<file path="src/sv/spq_pkg.sv">
// Shared types and constants for the sorted shift-register priority queue.
// No dependencies; used by spq_cell and sorted_array_priority_queue_core.
package spq_pkg;

    localparam int QUEUE_DEPTH_DEF   = 128;
    localparam int PRIORITY_BITS_DEF = 8;
    localparam int TAG_BITS_DEF      = 16;
    localparam int COUNT_OUT_BITS    = 8;

    typedef enum logic [0:0] {
        OP_ENQUEUE = 1'b0,
        OP_DEQUEUE = 1'b1
    } t_spq_op;

    typedef enum logic [1:0] {
        ST_OK        = 2'd0,
        ST_OVERFLOW  = 2'd1,
        ST_UNDERFLOW = 2'd2
    } t_spq_status;

    // Broadcast to every cell in the chain for one word.
    typedef struct packed {
        logic ins;   // accepted enqueue into a non-full queue
        logic pop;   // accepted dequeue from a non-empty queue
    } t_spq_ctrl;

endpackage

</file>
<file path="src/sv/spq_cell.sv">
// One slot of the priority queue chain. Cell 0 holds the top entry.
// Depends on spq_pkg (t_spq_ctrl).
module spq_cell #(
    parameter int PRIORITY_BITS = spq_pkg::PRIORITY_BITS_DEF,
    parameter int TAG_BITS      = spq_pkg::TAG_BITS_DEF
) (
    input  logic                     i_clk,
    input  spq_pkg::t_spq_ctrl       i_ctrl,
    input  logic [PRIORITY_BITS-1:0] i_new_prio,
    input  logic [TAG_BITS-1:0]      i_new_tag,
    input  logic                     i_occupied,
    input  logic                     i_left_gt,
    input  logic [PRIORITY_BITS-1:0] i_left_prio,
    input  logic [TAG_BITS-1:0]      i_left_tag,
    input  logic [PRIORITY_BITS-1:0] i_right_prio,
    input  logic [TAG_BITS-1:0]      i_right_tag,
    output logic                     o_gt,
    output logic [PRIORITY_BITS-1:0] o_prio,
    output logic [TAG_BITS-1:0]      o_tag
);

    logic [PRIORITY_BITS-1:0] r_prio, n_prio;
    logic [TAG_BITS-1:0]      r_tag,  n_tag;

    // Entry stays put on insert only if it outranks the new one.
    assign o_gt = i_occupied && (r_prio > i_new_prio);

    always_comb begin
        n_prio = r_prio;
        n_tag  = r_tag;
        priority if (i_ctrl.pop) begin
            n_prio = i_right_prio;
            n_tag  = i_right_tag;
        end else if (i_ctrl.ins && !o_gt) begin
            if (i_left_gt) begin
                n_prio = i_new_prio;
                n_tag  = i_new_tag;
            end else begin
                n_prio = i_left_prio;
                n_tag  = i_left_tag;
            end
        end
    end

    always_ff @(posedge i_clk) begin
        r_prio <= n_prio;
        r_tag  <= n_tag;
    end

    assign o_prio = r_prio;
    assign o_tag  = r_tag;

endmodule

</file>
<file path="config.mk">
export PLATFORM = sky130hd
export DESIGN_NAME = spq_cell
export DESIGN_NICKNAME = d
export VERILOG_FILES = /design/src/sv/spq_pkg.sv /design/src/sv/spq_cell.sv
export SDC_FILE = /design/constraint.sdc
export NUM_CORES = 1
export LEC_CHECK = 0
export BUFFER_PORTS_ARGS = -buffer_cell sky130_fd_sc_hd__buf_2
export CELL_PAD_IN_SITES_DETAIL_PLACEMENT = 0
export CELL_PAD_IN_SITES_GLOBAL_PLACEMENT = 1
export CORE_MARGIN = 2
export CORE_UTILIZATION = 26
export CTS_BUF_LIST = sky130_fd_sc_hd__clkbuf_16
export DETAILED_ROUTE_END_ITERATION = 8
export PLACE_DENSITY_LB_ADDON = 0.12
export SYNTH_ARGS = -nofsm -noshare
export SYNTH_HDL_FRONTEND = slang
export SYNTH_SLANG_ARGS = --single-unit
</file>
<file path="constraint.sdc">
create_clock -name i_clk -period 2.7 [get_ports i_clk]
set_clock_uncertainty 0.2 [all_clocks]
set_input_delay 0.81 -clock i_clk [delete_from_list [all_inputs] [get_ports i_clk]]
set_output_delay 0.81 -clock i_clk [all_outputs]
set_load 0.02 [all_outputs]
</file>
=== After elaboration in Yosys (flattened, before gate mapping) ===
Index checks and enable logic that the tools add are counted.

* Reductions and logical operators: 4
* Mux-type cells: 6
* $lt $le $gt $ge: 1

{| class="wikitable"
|+ Operators with widths
! kind !! number
|-
| $mux 16 || 3
|-
| $mux 8 || 3
|-
| $gt 8x8->1 || 1
|-
| $logic_and 1x1->1 || 2
|-
| $reduce_bool 2->1 || 1
|-
| $logic_not 1->1 || 1
|}

* Bits of input ports: 77
* Word-level logic and storage cells: 13
* Bits in registers: 24
* Output and inout bits: 25

=== Depth between registers and ports, before layout ===
* Word-level depth: 6
* Gate-level depth with buffers: 6
* Gate-level depth less buffers: 6

=== Worst setup path before layout ===
OpenSTA, ideal clock, no wires.

* Path kind: input -> output
* Start: input port i_new_prio[1]
* End: output port o_gt
* Arrival: 1816 ps
* Path buffers: 0
* Required time: 1690 ps
* Cell stages on the path: 6
* Slack: -126 ps
* Cell sequence: inv_1 ha_1 nor2b_1 o211ai_1 a21o_1 a21oi_1

* Longest elaborated chain between the ends: 2

{| class="wikitable"
|+ Ends and longest elaborated chain
! what !! line !! source
|-
| start: declaration || spq_cell.sv:9 || <nowiki>input logic [PRIORITY_BITS-1:0] i_new_prio,</nowiki>
|-
| $gt 8x8->1 || spq_cell.sv:26 || <nowiki>assign o_gt = i_occupied && (r_prio > i_new_prio);</nowiki>
|-
| $logic_and 1x1->1 || spq_cell.sv:26 ||
|-
| end: declaration || spq_cell.sv:17 || <nowiki>output logic o_gt,</nowiki>
|}

Every way passes these cells.

=== Worst setup path after layout ===
Ends and elaborated chain as after synthesis.

==> results by group <==
Critical path
  • Worst setup EP type: output pin
  • Crit Path Category: input pin to output pin
  • CP Buf/Inv Count: 3
  • Crit start category: input pin
  • CP top delay family: compound AO/OA/AOI/OAI gates
  • Crit path DAT: 1.81 ns
  • CP peak stage delay: 0.24 ns
  • Crit-path cells: buf_8 > inv_4 > ha_4 > nor2b_1 > o211ai_1 > a21o_1 > a21oi_2 > buf_6
  • Critical Path Fanout Max: 2
  • Worst endpoint required time: 1.69 ns
  • Critical path's slowest cell: ha_4

Timing
  • Worst hold margin: 0.632 ns
  • Setup TNS: -0.116 ns
  • Final setup violating endpoints: 1
  • Fmax: 355 MHz
  • Fin crit period: 2.82 ns
  • Tcrit/Tclk final: 1.04
  • Max Slew Vio Count: 0
  • RSZ-0062 raised after global routing: true
  • Slew headroom: 0.757
  • Worst slew pin tran: 0.364 ns
  • Final setup margin: -0.116 ns
  • Final hold violations: 0

Run status
  • Failing checks: setup timing
  • Status: finished with violations

Route
  • Initial DRT Pass Iterations: 4
  • Vias: 1,303
  • Post-route ant nets: 0
  • Routed WL: 3740 um
  • Via/cell ratio: 4.23
  • Initial DRC count: 43
  • Routed len/inst: 12.1 um
  • DRC viols: 0

Pwr
  • Net Sw Power: 305 uW
  • Pint: 806 uW
  • Proportion of power drawn by the clock network: 0.282
  • Pwr Density: 501 mW/mm^2
  • Seq pwr share: 0.435
  • Pwr Total: 1.11 mW
  • Peak supply drop: 0.219 mV
  • Switching Share: 0.274
  • Combinational share of power: 0.283
  • LEAKAGE: 1.08 nW

Synthesis
  • Number of distinct library cells after synthesis: 20
  • Gate Count Post-Synth: 134
  • Synth top area share: 0.500
  • FF+latch count, synth: 24
  • Synthesized cell area: 0.00144 sq mm
  • Synth top area cells: edfxtp_1 (50%), mux2i_1 (17%), o21ai_0 (8.7%)
  • Syn Area/Cell: 10.7 sq um
  • Register area share after synthesis: 0.500
  • Cell taking the most area after synthesis: edfxtp_1
  • Net count after synthesis: 219
  • Yosys warning total: 0

Final layout
  • Most frequent cells in the layout: buf_2 (99), mux2i_1 (24), nand2_1 (24), o21ai_0 (24), edfxtp_1 (24)
  • Commonest non-fill, non-tap cell in the layout: buf_2
  • Core Util, Final: 0.407
  • Post-layout net count: 323
  • Area Growth Syn to Fin: 53.9%
  • Ratio of cells with drive above 1 in the final layout: 0.517
  • Filler cell count: 561
  • Diode count: 0

CTS
  • H-tree level count: 1
  • Number of hold buffers added after CTS: 0
  • Root Buffer: clkbuf_16
  • Clock slew at reported path FFs: 0.06 ns
  • Sink Count: 24
  • CTS buffer count: 3
  • Clock buffer depth: 2
  • Clk_lat worst skew: 0.25 ns
  • TritonCTS clock tree: built

Die
  • Die height: 78.4 um
  • IO Count: 102
  • Die area: 0.00615 sq mm
  • Core footprint: 0.00544 sq mm
  • Initial Utilization: 0.265
  • Chip Width: 78.4 um
  • Row cnt: 27

GRT
  • Global route overflow: 0
  • Initial antenna violation count: 0
  • Vias in the first global route: 1,249
  • Global-route wire length before repair: 5850 um
  • Largest net degree at the start of global routing: 27
  • Tot GR Track Use: 0.121

Hold path
  • Hold Path Class: input pin to flop

Place
  • Dpl hpwl: 2820 um
  • Port Buf Inserts: 101
  • Pre-CTS WS: -0.216 ns
  • Final Wtd Congestion: 0.692

Flow run
  • Max-Cap Viols: 0
-- flip-flops by register name, indices dropped and copies added (netlist names) --
register / count
o_prio: 8
o_tag: 16
-- worst paths after layout --
check / cells after the start / start / slack [ns] / to
worst min register to register: 4 / o_prio[7] / 1.11 / o_prio[7]
worst max register to register: 7 / o_prio[1] / 0.48 / o_tag[6]
worst max-delay path: 8 / i_new_prio[1] / -0.12 / o_gt
worst min-delay path: 3 / i_right_tag[3] / 0.63 / o_tag[3]
-- cell usage after synthesis (all sizes together) --
master  count
o21ai      25
edfxtp     24
mux2i      24
nand2      24
ha          8
inv         8
buf         5
a21oi       3
clkbuf      3
nand4       2
a21boi      1
a21o        1
a221o       1
nand3       1
nor2        1
nor2b       1
nor3b       1
o211ai      1
-- routing by layer --
metal	vias to the layer above	routed length [um]	track usage
li1	690	-	-
met1	558	1630	0.148
met2	53	1760	0.202
met3	2	339	0.0448
met4	0	19	0.0316
met5	-	0	0
-- tightest hold or removal path: stages --
cell     delay (ns)
buf_2          0.07
nand2_1        0.04
o21ai_0        0.05
-- cells by family (layout without fill, tap and decap cells) --
kind of cell / count (synthesis) / after routing / synth area share
AOI/OAI and AO/OA: 32 / 32 / 0.120
adders and majority gates: 8 / 8 / 0.0695
buffers and inverters: 16 / 118 / 0.0565
DFF: 24 / 24 / 0.500
muxes: 24 / 24 / 0.167
and+or+nand+nor: 30 / 30 / 0.0869
-- per-stage QoR --
step	area, sq um	instances
after floorplan	1450	134
after global placement	2040	303
after detailed placement	2040	303
after CTS	2160	308
after global routing	2220	308
final	2220	308
-- what timing repair did --
item,in CTS,in global routing
pin swaps,4,10
setup buffers,2,0
gates resized for setup,7,9
endpoints found under the setup margin,1,1
-- cell type report --
type | count | area, sq um | area share
sequential | 24 | 721 | 0.325
multi-input combinational | 94 | 706 | 0.318
timing repair buffer | 107 | 592 | 0.267
tap | 72 | 90.1 | 0.0407
clock buffer | 3 | 75.1 | 0.0339
inverter | 8 | 32.5 | 0.0147
-- power by group through the flow --
stage	Clock (mW)	Combinational [mW]	Sequential, mW
2_1_floorplan	0	0.106	0.546
3_3_place_gp	0	0.297	0.486
3_5_place_dp	0	0.295	0.487
4_1_cts	0.325	0.305	0.481
5_1_grt	0.341	0.349	0.488
6_report	0.313	0.315	0.483
Note: power is estimated with default switching activity, not from simulation.
